<file path="src/design/bsw_queue.sv">
`timescale 1ns / 1ps
`default_nettype none
// ----------------------------------------------------------------------------
// bsw_queue: two-entry queue between classifier and evaluator
// ----------------------------------------------------------------------------
module bsw_queue #(
  parameter int unsigned W = 8
) (
  input  wire          clk_i,
  input  wire          rst_ni,
  input  wire          in_valid_i,
  output logic         in_stall_o,
  input  wire [W-1:0]  in_data_i,
  output logic         out_valid_o,
  input  wire          out_stall_i,
  output logic [W-1:0] out_data_o
);
  logic [W-1:0] mem_q [2];
  logic         wp_q, rp_q;
  logic [1:0]   cnt_q;
  logic         push, pop;

  assign in_stall_o  = cnt_q == 2'd2;
  assign out_valid_o = cnt_q != 2'd0;
  assign out_data_o  = mem_q[rp_q];
  assign push = in_valid_i && !in_stall_o;
  assign pop  = out_valid_o && !out_stall_i;

  always_ff @(posedge clk_i or negedge rst_ni) begin
    if (!rst_ni) begin
      wp_q <= 1'b0; rp_q <= 1'b0; cnt_q <= 2'd0;
    end else begin
      if (push) wp_q <= !wp_q;
      if (pop) rp_q <= !rp_q;
      cnt_q <= cnt_q + 2'(push) - 2'(pop);
    end
  end

  always_ff @(posedge clk_i) begin
    if (push) mem_q[wp_q] <= in_data_i;
  end
endmodule
`default_nettype wire

</file>
<file path="config.mk">
export PLATFORM = sky130hd
export DESIGN_NAME = bsw_queue
export DESIGN_NICKNAME = d
export VERILOG_FILES = /design/src/design/bsw_queue.sv
export SDC_FILE = /design/constraint.sdc
export NUM_CORES = 1
export LEC_CHECK = 0
export ABC_AREA = 0
export BUFFER_PORTS_ARGS = -buffer_cell sky130_fd_sc_hd__buf_4
export CAP_MARGIN = 15
export CORE_MARGIN = 2
export CORE_UTILIZATION = 52
export DETAILED_ROUTE_END_ITERATION = 8
export PLACE_DENSITY = 0.88
export RECOVER_POWER = 100
export SLEW_MARGIN = 25
export SYNTH_ARGS = -nofsm -noshare
export SYNTH_HDL_FRONTEND = slang
export SYNTH_SLANG_ARGS = --single-unit
</file>
<file path="constraint.sdc">
create_clock -name clk_i -period 2.75 [get_ports clk_i]
set_input_delay 0.275 -clock clk_i [delete_from_list [all_inputs] [get_ports clk_i]]
set_output_delay 0.275 -clock clk_i [all_outputs]
set_load 0.03 [all_outputs]
</file>
-- After elaboration in Yosys (flattened, before gate mapping)
Memory sizes are Yosys's and may differ from the RTL's.
Index checks and enable logic that the tools add are counted.
- register bits: 4
- bits in latches: 0
- bits in writable memories: 16
- memory bits (read-only): 0
- input bits: 12
- output and inout port bits: 10
- memories: 1
- memories (memory ; depth ; bits a word ; rd ports ; clocked after Yosys merged registers in ; write ports ; RTL line ; RTL):
    mem_q ; 2 ; 8 ; 1 ; 0 ; 1 ; 18 ; logic [W-1:0] mem_q [2];
- add/sub/neg operators: 2
- $mul: 0
- divide/modulo/power cells: 0
- order comparisons: 0
- equal/unequal tests: 1
- shift operators: 0
- mux-type cells: 2
- bitwise logic cells: 0
- reduce and logical (&&, ||, !) cells: 7
- operators with widths (operator ; number):
    zero test 1 bit ; 4
    adder 2 x 1 -> 2 bit ; 1
    == test 2 bit, second input constant ; 1
    logical AND 1 bit ; 2
    2-to-1 mux 1 bit ; 2
    nonzero test 2 bit ; 1
    subtractor 2 x 1 -> 2 bit ; 1

-- Logic depth before layout (Yosys ltp)
- depth after elaboration: 5
- gate-level depth with buffers: 7

-- Worst setup path after synthesis
Ideal clock, no wire load.
- path type: register -> register
- from: register cnt_q[1]
- to: register cnt_q[1]
- data arrival time: 1.530 ns
- setup slack: 1.098 ns
- stages on the path, launching flop included: 8
- clock period less this slack: 1.652 ns
- cell sequence: dfrtp_1 or2_4 nor2b_4 ha_1 inv_1 ha_1 xnor2_1 xnor2_1
- elaborated cells on any way between the ends: 7
- those cells by class: add/sub: 2; eq/ne: 1; reduce/logical: 4
- RTL lines (item ; RTL line ; RTL):
    start, declared ; 20 ; logic [1:0] cnt_q;
    start signal, assigned ; 35 ; cnt_q <= cnt_q + 2'(push) - 2'(pop);
    nonzero test 2 bit ; 24 ; assign out_valid_o = cnt_q != 2'd0;
    named net out_valid_o ; 14 ; output logic out_valid_o,
    logical AND 1 bit ; 27 ; assign pop = out_valid_o && !out_stall_i;
    named net pop ; 21 ; logic push, pop;
    subtractor 2 x 1 -> 2 bit ; 35 ;
The timed path passes the listed nets, and every way through them passes these cells.
A chain may end at the register's enable or synchronous reset.

-- Worst setup path in the final report
- from: register rp_q
- to: output port out_data_o[1]
- cells in the longest elaborated chain, start to end: 1
- RTL lines (item ; RTL line ; RTL):
    start, declared ; 19 ; logic wp_q, rp_q;
    start signal, assigned ; 34 ; if (pop) rp_q <= !rp_q;
    memory read (2 x 8 bit) ; - ;
    end, declared ; 16 ; output logic [W-1:0] out_data_o
No other way between the ends.

==> impl_metrics.tcl <==
set metrics [dict create \
    setup_tns_ns 0 \
    final_common_cell "edfxtp_1" \
    initial_core_util 0.540 \
    max_slew.worst_pin.slew_ns 0.676 \
    critPathKind "reg -> out" \
    clock_path_buffers 2 \
    start_kind "flop" \
    irDropWorstVdd_v 0.000713 \
    hold_depth 1 \
    cts.sinks 20 \
    ys_seq_elements 20 \
    grt_max_degree 12 \
    ys_types 14 \
    nFillCells 123 \
    synth.net_count 57 \
    nNetsFinal 83 \
    min_period_ns 1.78 \
    drcViolationCount 0 \
    ant_nets 0 \
    p_int_mw 0.626 \
    power_mw 1.02 \
    cp_max_fo 9 \
    power_switching_mw 0.396 \
    slowest_stage "dfrtp_1" \
    rsz0062_at_grt "false" \
    critPathBufInv 1 \
    dr.pass1.iters 2 \
    drive_gt1_frac 0.279 \
    crit_cells 2 \
    switching_share 0.387 \
    hold_ws_ns 0.183 \
    cts_tree "done" \
    slew_headroom 0.548 \
    synth_area_um2 786 \
    port_buffers 21 \
    drtIter0Drc 1 \
    dp_slack_ns 1.11 \
    max_cap_viol_count 0 \
    clk_pin_slew_ns 0.10 \
    synth.yosys.seq_area_share 0.739 \
    fmax_ghz 0.562 \
    vias 422 \
    reg2reg_depth 7 \
    worst_setup_path_end_kind "output port" \
    grt_overflow 0 \
    path_cells "mux2_2, clkbuf_1" \
    place_congestion 0.662 \
    grt_pass1_vias 432 \
    crit_path_max_incr_delay_ns 0.61 \
    viasPerCell 5.02 \
    postCtsResizedCells 0 \
    die_h_um 42.9 \
    drv_slew 0 \
    fin_ws_ns 0.971 \
    cpLargestDelayFamily "flip-flops" \
    comb_power_share 0.398 \
    finalSetupViolations 0 \
    skew_ns 0.00120 \
    status "finished clean" \
    clk_latency_ns 0.29 \
    diodes 0 \
    synthCells 43 \
    drt_wl_total_um 1200 \
    die_area_um2 1840 \
    synth-warning-count 0 \
    postSynthAreaPerCell_um2 18.3 \
    min_period_over_period 0.647 \
    core.rowCount 14 \
    power_density_nw_per_um2 1100 \
    grt_first_pass_wirelength_um 1980 \
    cp.arrival_ns 1.50 \
    clock-root-buffer "clkbuf_4" \
    hold_buffers 1 \
    syn2layout_area_growth_pct 18.6 \
    h-tree-depth 1 \
    hold_viol_final 0 \
    grt_use_total 0.158 \
    layout_common_cells "16 x edfxtp_1, 14 x clkbuf_1, 8 x mux2_2, 8 x clkbuf_4, 4 x dfrtp_1" \
    wl_per_cell_um 14.3 \
    place_hpwl_um 871 \
    cts_buffers 3 \
    worstPathRequired_ns 2.48 \
    hp-class "in -> reg" \
    fp.dieW_um 42.9 \
    post-cts-setup-buffers 0 \
    core-area_um2 1450 \
    p_clk_frac 0.132 \
    pin_count 22 \
    antenna_found_initial 0 \
    seqPwrFrac 0.470 \
    p_leak_nw 0.352 \
]
## kinds of logic after synthesis
| kind of cell | share of synthesized area |
|---|---|
| mux | 0.115 |
| buf+inv | 0.0159 |
| flops | 0.739 |
| fa+ha+maj | 0.0318 |
| simple gates | 0.0541 |
| xor+xnor | 0.0446 |
## through the flow
step | cells | utilization | cell area (µm²)
after global placement | 79 | 0.659 | 958
final | 84 | 0.641 | 932
after CTS | 84 | 0.684 | 995
after detailed placement | 79 | 0.659 | 958
after global routing | 84 | 0.641 | 932
after floorplan | 43 | - | 786
## registers in the layout, summed over array words and instances, names as in the netlist
name	flops
mem_q	16
cnt_q	2
wp_q	1
rp_q	1
## power groups by stage
stage | combinational (mW) | sequential [mW] | clock [mW]
global placement | 0.471 | 0.481 | 0
CTS | 0.485 | 0.482 | 0.139
detailed placement | 0.483 | 0.487 | 0
global route | 0.437 | 0.491 | 0.156
finish | 0.406 | 0.480 | 0.135
floorplan | 0.365 | 0.453 | 0
## final timing paths
check	from	to	slack [ns]
worst max register to register	cnt_q[1]$_DFF_PN0_	cnt_q[1]$_DFF_PN0_	1.01
worst min register to register	wp_q$_DFFE_PN0N_	wp_q$_DFFE_PN0N_	0.51
min in group asynchronous	rst_ni	rp_q$_DFFE_PN0P_	0.34
max in group asynchronous	rst_ni	cnt_q[1]$_DFF_PN0_	2.23
worst max-delay path	rp_q$_DFFE_PN0P_	out_data_o[1]	0.97
worst min-delay path	in_data_i[6]	mem_q[0][6]$_DFFE_PP_	0.18
## final cells by class
class / count / area (µm²) / share of cell area
Multi-Input combinational cell: 20 / 183 / 0.196
Clock inverter: 1 / 3.75 / 0.00403
Sequential cell: 20 / 581 / 0.623
Inverter: 2 / 7.51 / 0.00805
Timing Repair Buffer: 22 / 115 / 0.123
Tap cell: 16 / 20.0 / 0.0215
Clock buffer: 3 / 22.5 / 0.0242
## worst reg2reg max path, stage by stage, from the launching register on
cell and delay [ns]:
dfrtp_1 0.42, or2_2 0.31, nor2b_1 0.16, ha_1 0.27, inv_1 0.04, ha_1 0.18
xnor2_1 0.16, xnor2_1 0.14
## metal layers
metal	vias to the layer above	GRT usage	wire [µm]
met3	4	0.0383	60
met1	196	0.190	543
met4	0	0.0938	23
li1	205	-	-
met5	-	0	0
met2	17	0.255	574
## synthesized netlist by cell type
cell type / instances / area share
dfrtp_1: 4 / 0.13
xnor2_1: 3 / 0.033
nor2_1: 1 / 0.0048
inv_1: 2 / 0.0096
buf_2: 1 / 0.0064
xor2_1: 1 / 0.011
edfxtp_1: 16 / 0.61
ha_1: 2 / 0.032
or2_4: 1 / 0.011
nor2b_4: 1 / 0.018
nand2b_1: 1 / 0.0080
mux2_2: 8 / 0.11
and3_1: 1 / 0.0080
nand2_1: 1 / 0.0048
(Power assumes the default switching activity.)
