===== src/design/bsw_pkg.sv =====
`timescale 1ns / 1ps
`default_nettype none
// ----------------------------------------------------------------------------
// bsw_pkg: shared types and constants of the B-spline basis weight unit
// Holds the register indexes, the order codes and the piece coefficient
// table with its row lookup.
// ----------------------------------------------------------------------------
package bsw_pkg;

  localparam int unsigned MaxControlDef = 256;
  localparam int unsigned FracBitsDef   = 16;
  localparam int unsigned IdxW    = 8;
  localparam int unsigned UW      = 17;
  localparam int unsigned WW      = 17;
  localparam int unsigned OrderW  = 2;
  localparam int unsigned CountW  = 9;
  localparam int unsigned CfgAddrW = 1;
  localparam int unsigned CfgDataW = 9;
  localparam int unsigned RowW    = 5;
  localparam int unsigned CoefW   = 9;

  localparam logic [CfgAddrW-1:0] RegOrder = 1'b0;
  localparam logic [CfgAddrW-1:0] RegCount = 1'b1;

  localparam logic [OrderW-1:0] OrderConst = 2'd0;
  localparam logic [OrderW-1:0] OrderLin   = 2'd1;
  localparam logic [OrderW-1:0] OrderQuad  = 2'd2;
  localparam logic [OrderW-1:0] OrderCubic = 2'd3;

  typedef logic signed [CoefW-1:0] coef_t;
  typedef struct packed {
    coef_t a3;
    coef_t a2;
    coef_t a1;
    coef_t a0;
  } poly_t;

  function automatic poly_t poly_row(input logic [RowW-1:0] row);
    poly_t p;
    p = '{a3: 9'sd0, a2: 9'sd0, a1: 9'sd0, a0: 9'sd0};
    unique case (row)
      5'd0:  p = '{ 9'sd0,   9'sd0,   9'sd0,    9'sd12};
      5'd1:  p = '{ 9'sd0,   9'sd0,  -9'sd12,   9'sd12};
      5'd2:  p = '{ 9'sd0,   9'sd0,   9'sd12,   9'sd0};
      5'd3:  p = '{ 9'sd0,   9'sd0,  -9'sd12,   9'sd24};
      5'd4:  p = '{ 9'sd0,   9'sd12, -9'sd24,   9'sd12};
      5'd5:  p = '{ 9'sd0,  -9'sd18,  9'sd24,   9'sd0};
      5'd6:  p = '{ 9'sd0,   9'sd6,  -9'sd24,   9'sd24};
      5'd7:  p = '{ 9'sd0,   9'sd6,   9'sd0,    9'sd0};
      5'd8:  p = '{ 9'sd0,  -9'sd12,  9'sd36,  -9'sd18};
      5'd9:  p = '{ 9'sd0,   9'sd6,  -9'sd36,   9'sd54};
      5'd10: p = '{ 9'sd0,  -9'sd18,  9'sd48,  -9'sd24};
      5'd11: p = '{ 9'sd0,   9'sd12,  9'sd0,    9'sd0};
      5'd12: p = '{-9'sd12,  9'sd36, -9'sd36,   9'sd12};
      5'd13: p = '{ 9'sd21, -9'sd54,  9'sd36,   9'sd0};
      5'd14: p = '{-9'sd3,   9'sd18, -9'sd36,   9'sd24};
      5'd15: p = '{-9'sd11,  9'sd18,  9'sd0,    9'sd0};
      5'd16: p = '{ 9'sd7,  -9'sd36,  9'sd54,  -9'sd18};
      5'd17: p = '{-9'sd2,   9'sd18, -9'sd54,   9'sd54};
      5'd18: p = '{ 9'sd2,   9'sd0,   9'sd0,    9'sd0};
      5'd19: p = '{-9'sd6,   9'sd24, -9'sd24,   9'sd8};
      5'd20: p = '{ 9'sd6,  -9'sd48,  9'sd120, -9'sd88};
      5'd21: p = '{-9'sd2,   9'sd24, -9'sd96,   9'sd128};
      5'd22: p = '{-9'sd7,   9'sd27, -9'sd27,   9'sd9};
      5'd23: p = '{ 9'sd11, -9'sd81,  9'sd189, -9'sd135};
      5'd24: p = '{ 9'sd3,   9'sd0,   9'sd0,    9'sd0};
      5'd25: p = '{-9'sd21,  9'sd72, -9'sd72,   9'sd24};
      5'd26: p = '{ 9'sd12,  9'sd0,   9'sd0,    9'sd0};
      default: p = '{9'sd0, 9'sd0, 9'sd0, 9'sd0};
    endcase
    return p;
  endfunction

endpackage
`default_nettype wire


===== src/design/bsw_front.sv =====
`timescale 1ns / 1ps
`default_nettype none
// ----------------------------------------------------------------------------
// bsw_front: classifier
// Forms the normalized offset t over two stages and picks the piece row.
// ----------------------------------------------------------------------------
module bsw_front #(
  parameter int unsigned MaxControl = bsw_pkg::MaxControlDef,
  parameter int unsigned FracBits   = bsw_pkg::FracBitsDef,
  parameter int unsigned TW         = FracBits + 12
) (
  input  wire                           clk_i,
  input  wire                           rst_ni,
  input  wire [bsw_pkg::OrderW-1:0]     order_i,
  input  wire [bsw_pkg::CountW-1:0]     count_i,
  input  wire                           in_valid_i,
  output logic                          in_stall_o,
  input  wire [bsw_pkg::IdxW-1:0]       index_i,
  input  wire [FracBits:0]              u_i,
  output logic                          out_valid_o,
  input  wire                           out_stall_i,
  output logic                          out_hit_o,
  output logic [bsw_pkg::RowW-1:0]      out_row_o,
  output logic signed [TW-1:0]          out_t_o
);
  import bsw_pkg::*;

  localparam int unsigned CntW =
      $clog2(MaxControl + 1) > CountW ? $clog2(MaxControl + 1) : CountW;
  localparam logic [CntW-1:0] MaxCnt = CntW'(MaxControl);

  // stage 1: m and k, stage 2: t and row
  logic              v1_q, v2_q;
  logic [OrderW-1:0] ord1_q;
  logic [CntW-1:0]   n1_q;
  logic [IdxW-1:0]   i1_q;
  logic [FracBits:0] u1_q;
  logic [CntW-1:0]   m1_q;
  logic [IdxW-1:0]   k1_q;
  logic              ok1_q;
  logic              adv1, adv2;

  logic [CntW-1:0]   n_sat;
  logic [CntW:0]     idx_ext;

  assign adv2 = !v2_q || !out_stall_i;
  assign adv1 = !v1_q || adv2;
  assign in_stall_o = !adv1;

  always_comb begin
    n_sat = (CntW'(count_i) > MaxCnt) ? MaxCnt : CntW'(count_i);
    idx_ext = (CntW + 1)'(index_i);
  end

  always_ff @(posedge clk_i or negedge rst_ni) begin
    if (!rst_ni) begin
      v1_q <= 1'b0;
    end else if (adv1) begin
      v1_q <= in_valid_i;
    end
  end

  always_ff @(posedge clk_i) begin
    if (adv1 && in_valid_i) begin
      ord1_q <= order_i;
      n1_q   <= n_sat;
      i1_q   <= index_i;
      u1_q   <= u_i;
      m1_q   <= n_sat - CntW'(order_i);
      k1_q   <= (index_i > IdxW'(order_i)) ? index_i - IdxW'(order_i) : '0;
      ok1_q  <= (n_sat >= CntW'(order_i) + CntW'(1)) && (idx_ext < {1'b0, n_sat});
    end
  end

  // stage 2 logic
  logic signed [TW-1:0] t;
  logic [CntW:0]        i2, n2;
  logic [RowW-1:0]      row;
  logic                 hit;
  logic p0, p1, p2, p3, c0, c1, c2;
  localparam logic signed [TW-1:0] O1 = TW'(1) <<< FracBits;

  always_comb begin
    t = $signed(TW'(u1_q)) * $signed(TW'(m1_q))
        - ($signed(TW'(k1_q)) <<< FracBits);
    i2 = (CntW + 1)'(i1_q);
    n2 = (CntW + 1)'(n1_q);
    p0 = t >= 0 && t < O1;
    p1 = t >= O1 && t < 2 * O1;
    p2 = t >= 2 * O1 && t < 3 * O1;
    p3 = t >= 3 * O1 && t < 4 * O1;
    c0 = t >= 0 && t <= O1;
    c1 = t >= O1 && t <= 2 * O1;
    c2 = t >= 2 * O1 && t <= 3 * O1;
    hit = 1'b0;
    row = '0;
    unique case (ord1_q)
      OrderConst: begin
        hit = p0; row = 5'd0;
      end
      OrderLin: begin
        if (i2 == 0) begin
          hit = p0; row = 5'd1;
        end else if (i2 + 1 < n2) begin
          hit = p0 || p1; row = p0 ? 5'd2 : 5'd3;
        end else begin
          hit = c0; row = 5'd2;
        end
      end
      OrderQuad: begin
        if (i2 == 0) begin
          hit = p0; row = 5'd4;
        end else if (i2 == 1) begin
          hit = p0 || p1; row = p0 ? 5'd5 : 5'd6;
        end else if (i2 + 2 < n2) begin
          hit = p0 || p1 || p2; row = p0 ? 5'd7 : (p1 ? 5'd8 : 5'd9);
        end else if (i2 + 2 == n2) begin
          hit = p0 || p1; row = p0 ? 5'd7 : 5'd10;
        end else begin
          hit = p0; row = 5'd11;
        end
      end
      default: begin
        if (i2 == 0) begin
          hit = p0; row = 5'd12;
        end else if (i2 == 1) begin
          hit = p0 || p1; row = p0 ? 5'd13 : 5'd14;
        end else if (i2 == 2) begin
          hit = p0 || p1 || p2; row = p0 ? 5'd15 : (p1 ? 5'd16 : 5'd17);
        end else if (i2 + 3 < n2) begin
          hit = p0 || p1 || p2 || p3;
          row = p0 ? 5'd18 : (p1 ? 5'd19 : (p2 ? 5'd20 : 5'd21));
        end else if (i2 + 3 == n2) begin
          hit = p0 || p1 || c2; row = p0 ? 5'd18 : (p1 ? 5'd22 : 5'd23);
        end else if (i2 + 2 == n2) begin
          hit = p0 || c1; row = p0 ? 5'd24 : 5'd25;
        end else begin
          hit = c0; row = 5'd26;
        end
      end
    endcase
  end

  always_ff @(posedge clk_i or negedge rst_ni) begin
    if (!rst_ni) begin
      v2_q <= 1'b0;
    end else if (adv2) begin
      v2_q <= v1_q;
    end
  end

  always_ff @(posedge clk_i) begin
    if (adv2 && v1_q) begin
      out_hit_o <= hit && ok1_q;
      out_row_o <= row;
      out_t_o   <= t;
    end
  end

  assign out_valid_o = v2_q;

endmodule
`default_nettype wire


===== config.mk =====
export PLATFORM = sky130hd
export DESIGN_NAME = bsw_front
export DESIGN_NICKNAME = d
export VERILOG_FILES = /design/src/design/bsw_pkg.sv /design/src/design/bsw_front.sv
export SDC_FILE = /design/constraint.sdc
export NUM_CORES = 1
export LEC_CHECK = 0
export BUFFER_PORTS_ARGS = -buffer_cell sky130_fd_sc_hd__buf_2
export CORE_MARGIN = 2
export CORE_UTILIZATION = 35
export CTS_BUF_LIST = sky130_fd_sc_hd__clkbuf_16
export CTS_CLUSTER_DIAMETER = 80
export DETAILED_ROUTE_END_ITERATION = 7
export GPL_ROUTABILITY_DRIVEN = 0
export HOLD_SLACK_MARGIN = 0.03
export PLACE_DENSITY = 0.51
export SYNTH_ARGS = -nofsm -noshare
export SYNTH_HDL_FRONTEND = slang
export SYNTH_SLANG_ARGS = --single-unit

===== constraint.sdc =====
create_clock -name clk_i -period 10.55 [get_ports clk_i]
set_input_delay 1.055 -clock clk_i [delete_from_list [all_inputs] [get_ports clk_i]]
set_output_delay 1.055 -clock clk_i [all_outputs]
set_load 0.1 [all_outputs]

# [Word level (Yosys, flattened, before mapping)]
# Index checks and enable logic that the tools add are counted.
[totals] regBits=89 wordCells=109
[op_classes] reduce_logical=24 order_cmp=18 add_sub_neg=7 n_mul=1 muxes=41 eq_ne=6
[op_table] cell="< comparator 32 x 9 -> 1 bit" n=2
[op_table] cell="greater-or-equal comparator 27 x 19 -> 1 bit (second input constant)" n=2
[op_table] cell="<= comparator 27 x 19 -> 1 bit (second input constant)" n=2
[op_table] cell="< comparator 27 x 19 -> 1 bit (second input constant)" n=2
[op_table] cell="2-to-1 mux 4 bit" n=8
[op_table] cell="greater-or-equal comparator 27 x 1 -> 1 bit (second input constant)" n=1
[op_table] cell="greater-or-equal comparator 27 x 18 -> 1 bit (second input constant)" n=1
[op_table] cell="<= comparator 27 x 18 -> 1 bit (second input constant)" n=1
[op_table] cell="< comparator 27 x 18 -> 1 bit (second input constant)" n=1
[op_table] cell="< comparator 27 x 20 -> 1 bit (second input constant)" n=1
[op_table] cell="subtractor 26 x 24 -> 27 bit" n=1
[op_table] cell="multiplier 17 x 9 -> 26 bit" n=1
[op_table] cell="2-to-1 mux 5 bit" n=4
[op_table] cell="2-to-1 mux 1 bit" n=19
[op_table] cell="adder 8 x 2 -> 9 bit (second input constant)" n=2
[op_table] cell="equality test 9 bit" n=2
[op_table] cell="case mux 5 bit (3 select lines)" n=1
[op_table] cell="logical AND 1 bit" n=11
[op_table] cell="adder 8 x 1 -> 9 bit (second input constant)" n=1
[op_table] cell="greater-or-equal comparator 9 x 3 -> 1 bit" n=1
[op_table] cell="> comparator 9 bit (second input constant)" n=1
[op_table] cell="< comparator 8 x 9 -> 1 bit" n=1
[op_table] cell="< comparator 9 bit" n=1
[op_table] cell="2-to-1 mux 3 bit" n=3
[op_table] cell="other kinds (15)" n=27

# [Longest topological paths before layout]
[depth] word_depth=13 mapped_depth=25 depth_no_buf=22

# [Worst setup path before layout]
# No wires, ideal clock.
[synth_path] path_type="register to register" startpoint="register m1_q[3]" endpoint="register out_hit_o (data pin)" period_less_slack_ns=6.326 n_path_buf=3 slack_ns=4.224 required_ns=10.360 arrival_time_ns=6.136 stages_incl_launch_ff=24 path_cell_list="edfxtp_1 -> clkbuf_1 -> clkbuf_1 -> nand2_1 -> fa_1 -> inv_1 -> fa_1 -> fa_1 -> fa_1 -> inv_1 -> fa_1 -> inv_1 -> ha_1 -> buf_6 -> a21oi_2 -> and2_4 -> a21o_2 -> a21oi_2 -> or4b_4 -> a211oi_4 -> nand4_4 -> nor2_4 -> o22ai_1 -> a2111oi_2"
[synth_between] elab_chain_len=13
[synth_lines] item="start: declaration" line_no="bsw_front.sv:38" rtl="logic [CntW-1:0] m1_q;"
[synth_lines] item="start signal: assignment" line_no="bsw_front.sv:69" rtl="m1_q <= n_sat - CntW'(order_i);"
[synth_lines] item="multiplier 17 x 9 -> 26 bit *" line_no="bsw_front.sv:84" rtl="t = $signed(TW'(u1_q)) * $signed(TW'(m1_q))"
[synth_lines] item="subtractor 26 x 24 -> 27 bit *" line_no="bsw_front.sv:85" rtl="- ($signed(TW'(k1_q)) <<< FracBits);"
[synth_lines] item="greater-or-equal comparator 27 x 1 -> 1 bit (tied with other cells)" line_no="bsw_front.sv:88, bsw_front.sv:92"
[synth_lines] item="logical AND 1 bit (on tied branches)" line_no="bsw_front.sv:88, bsw_front.sv:89, bsw_front.sv:93"
[synth_lines] item="logical OR 1 bit (on tied branches)"
[synth_lines] item="2-to-1 mux 1 bit (tied with other cells)" line_no="bsw_front.sv:135" rtl="end else if (i2 + 2 == n2) begin"
[synth_lines] item="2-to-1 mux 1 bit or logical OR 1 bit (tied branches)" line_no="bsw_front.sv:133, bsw_front.sv:131"
[synth_lines] item="2-to-1 mux 1 bit" line_no="bsw_front.sv:130" rtl="end else if (i2 + 3 < n2) begin"
[synth_lines] item="2-to-1 mux 1 bit" line_no="bsw_front.sv:128" rtl="end else if (i2 == 2) begin"
[synth_lines] item="2-to-1 mux 1 bit" line_no="bsw_front.sv:126" rtl="end else if (i2 == 1) begin"
[synth_lines] item="2-to-1 mux 1 bit" line_no="bsw_front.sv:124" rtl="if (i2 == 0) begin"
[synth_lines] item="case mux 1 bit (3 select lines) *" line_no="bsw_front.sv:97" rtl="unique case (ord1_q)"
[synth_lines] item="logical AND 1 bit *" line_no="bsw_front.sv:154" rtl="out_hit_o <= hit && ok1_q;"
[synth_lines] item="end signal: assignment" line_no="bsw_front.sv:154"
[synth_lines] item="end: declaration" line_no="bsw_front.sv:22" rtl="output logic out_hit_o,"
# Mark *: on every way between the ends. The rest lies on a longest branch, timed or not.
# A chain may end at the register's enable or synchronous reset.

# [Worst setup path in the final report]
[layout_path] startpoint="register m1_q[3]" endpoint="register out_hit_o (data pin)"
[layout_between] elab_chain_len=13
[layout_lines] item="multiplier 17 x 9 -> 26 bit *" line_no="bsw_front.sv:84"
[layout_lines] item="subtractor 26 x 24 -> 27 bit *" line_no="bsw_front.sv:85"
[layout_lines] item="named net t[26]" line_no="bsw_front.sv:76" rtl="logic signed [TW-1:0] t;"
[layout_lines] item="greater-or-equal comparator 27 x 1 -> 1 bit (tied with other cells)" line_no="bsw_front.sv:88, bsw_front.sv:92"
[layout_lines] item="logical AND 1 bit (on tied branches)" line_no="bsw_front.sv:88, bsw_front.sv:89, bsw_front.sv:93"
[layout_lines] item="logical OR 1 bit (on tied branches)"
[layout_lines] item="2-to-1 mux 1 bit (tied with other cells)" line_no="bsw_front.sv:135"
[layout_lines] item="2-to-1 mux 1 bit or logical OR 1 bit (tied branches)" line_no="bsw_front.sv:133, bsw_front.sv:131"
[layout_lines] item="2-to-1 mux 1 bit" line_no="bsw_front.sv:130"
[layout_lines] item="2-to-1 mux 1 bit" line_no="bsw_front.sv:128"
[layout_lines] item="2-to-1 mux 1 bit" line_no="bsw_front.sv:126"
[layout_lines] item="2-to-1 mux 1 bit" line_no="bsw_front.sv:124"
[layout_lines] item="case mux 1 bit (3 select lines) *" line_no="bsw_front.sv:97"
[layout_lines] item="logical AND 1 bit *" line_no="bsw_front.sv:154"
# Mark *: on every way through the listed nets, which the timed path passes. The rest lies on a longest branch.

==> metrics <==
Crit Path Class flop to flop; Final period util 0.657; Synth Register Bits 89; worst r2r dst out_hit_o; Ant. Diodes 0; outcome completed; worst slew pin tran roughly 1.1 ns; Final setup viols 0; IO Count 76; clock transition at the registers of the reported paths about 0.080 ns; met3 WL 861 um; Syn Area/Cell 9.61 um^2; worst min-delay path class input port to asynchronous set/reset pin; placed cells about 1600; synth warn 0; Post-route DRC 0; root buffer cell clkbuf_16; Chip Width ~180 um; drt pass-1 iters 5; drt initial violations roughly 450; via count of the first global-routing pass 8347; WP buf/inv 4; Clock Skew between 0.01 and 0.015 ns; GRT Residual Overflow 0; Max Clk Rate 144 MHz; top routing layer used met4; Worst R2R Start m1_q[3]; GR Util All Layers 0.176; Worst-Skew Late Latency ~0.37 ns; Max Buffers Root-to-Sink 2; Total Nets Final ~1400; postcts setup bufs 0; Die ar. 32100 um^2; CTS tree built; most frequent cells in the layout 171 x inv_1, 151 x nand2_1, 118 x fa_1, 113 x ha_1, 87 x edfxtp_1; largest net degree at the start of global routing 55; CP Capture Point out_hit_o; H-tree depth 3; Routed WL 26000 um; hold buffers post-CTS 0; startpoint type of the worst setup path flop; cell count of the worst reg-to-reg path 21; die height 179 um; RSZ-0062 raised after global routing false; final hold violations 0; final-report max-slew violation count 0; dpl hpwl about 21000 um; max_slew headroom 0.280; Tmin final 6.93 ns; asr flop ratio synth 0.0225; internal reg-to-reg setup slack between 3 and 4 ns; worst setup path start m1_q[3]; # fillers between 3000 and 4000; Clock Sinks a little under 90; WL met2 about 12000 um; Crit-path slowest cell edfxtp_1; arrival time of the worst setup path 7.11 ns; via count 7964; FP Rows 64; CP dominant cell by count fa_1; TritonCTS buffer count 9; commonest non-fill, non-tap cell in the layout inv_1; Top FF cell, synth edfxtp_1; routed len/inst approximately 17 um; family with the most delay on the worst path adder cells; Post-CTS Resized 0; final setup TNS 0 ns; register area share after synthesis 0.248; Cells after Synth ~1100; Critical Path End Type flop; area grow syn2layout 10.0%; DRT antenna net count 0; first-pass GRT wire length ~44000 um; IO buf count between 70 and 80; share of layout cells above drive strength 1 0.103; EDFF count, synth 87; Max Cap Violations 0; vias per cell about 5.1; CP max stage delay 0.75 ns; Syn Nets approximately 1400; Critical Path, Cell by Cell nand2_1 > fa_1 > inv_1 > fa_1 > fa_1 > fa_1 > inv_1 > fa_1 > inv_1 > ha_1 > nand2_1 > nor3b_2 > o2111ai_1 > and4_4 > nor3_4 > inv_2 > nor3_2 > nand4_4 > nor2_4 > o22ai_1 > a2111oi_2; Yosys cell types 77; Non-Filler Instances around 1600; core area 30300 um^2; WL met1 between 10000 and 15000 um; Starting Density 0.354; Worst EP required between 10 and 15 ns; initial antenna violation count 0; CP max FO 17; Worst path depth 21; Synth Cell Area approximately 11000 um^2
[per-layer routing]
metal  vias to the layer above  track usage
met5                         -            0
met4                         0       0.0470
met3                        20       0.0221
met2                       155        0.294
met1                      3956        0.242
li1                       3833            -
[worst min-delay path by stage]
| stage | cells past startpoint | end | slack (ns) |
|---|---|---|---|
| finish | 1 | v1_q | 0.45 |
| global route | 1 | v1_q | 0.44 |
| floorplan | 1 | out_valid_o | 0.44 |
| CTS | 1 | v1_q | 0.43 |
| global placement | 1 | out_valid_o | 0.46 |
| detailed placement | 1 | out_valid_o | 0.48 |
[worst reg2reg max path, stage by stage (launching register included)]
cell,delay (ns)
edfxtp_1,0.75
nand2_1,0.17
fa_1,0.56
inv_1,0.05
fa_1,0.52
fa_1,0.44
fa_1,0.56
inv_1,0.06
fa_1,0.52
inv_1,0.04
ha_1,0.49
nand2_1,0.22
nor3b_2,0.26
o2111ai_1,0.23
and4_4,0.22
nor3_4,0.32
inv_2,0.11
nor3_2,0.29
nand4_4,0.23
nor2_4,0.24
o22ai_1,0.12
a2111oi_2,0.35
[cell families (layout without fill, tap and decap cells)]
kind of cell | Yosys count | count (layout) | share of synthesized area
compound gates | 169 | 169 | 0.106
xor+xnor | 40 | 40 | 0.0326
fa+ha+maj | 231 | 231 | 0.352
buf+inv | 210 | 265 | 0.0757
flops | 89 | 89 | 0.248
mux | 5 | 5 | 0.00466
simple gates | 373 | 373 | 0.181
[area by class of cell]
class / instances / area [um^2] / area share
Clock buffer: 9 / 225 / 0.0191
Clock inverter: 7 / 118 / 0.00996
Inverter: 172 / 646 / 0.0547
Multi-Input combinational cell: 818 / 7270 / 0.616
Sequential cell: 89 / 2660 / 0.226
Tap cell: 396 / 495 / 0.0420
Timing Repair Buffer: 77 / 390 / 0.0331
[synthesized netlist by cell type, types with 8 or more instances]
| master | count | area share |
|---|---|---|
| nor2b_1 | 8 | 0.0047 |
| a211oi_1 | 10 | 0.0070 |
| o21ai_1 | 12 | 0.0056 |
| o21ai_0 | 27 | 0.013 |
| xnor2_1 | 25 | 0.020 |
| nand2b_1 | 13 | 0.0076 |
| fa_1 | 118 | 0.22 |
| and2_1 | 76 | 0.044 |
| nand3_1 | 19 | 0.0089 |
| inv_1 | 171 | 0.060 |
| xor2_1 | 15 | 0.012 |
| clkbuf_1 | 28 | 0.0098 |
| a21oi_1 | 46 | 0.021 |
| nor2_1 | 36 | 0.013 |
| a21o_1 | 10 | 0.0070 |
| nand2_1 | 151 | 0.053 |
| edfxtp_1 | 87 | 0.24 |
| and3_1 | 8 | 0.0047 |
| nor3_1 | 14 | 0.0065 |
| ha_1 | 113 | 0.13 |
[registers in the layout (all words and copies together) (netlist names)]
register,count
out_t_o,27
u1_q,17
m1_q,9
n1_q,9
i1_q,8
k1_q,8
out_row_o,5
ord1_q,2
ok1_q,1
out_hit_o,1
out_valid_o,1
v1_q,1
[through the flow]
step	hold WS (ns)	util	setup slack (ns)	instance area (um^2)
final	0.451	0.389	3.62	11800
after detailed placement	0.483	0.378	3.66	11500
after global routing	0.445	0.389	3.11	11800
after global placement	0.462	0.378	3.68	11500
after CTS	0.435	0.389	3.62	11800
after floorplan	0.443	-	4.22	10700
Power is left out: the tool's default activity adds up to more than one toggle a clock period on the data nets, which glitch-free logic cannot reach.
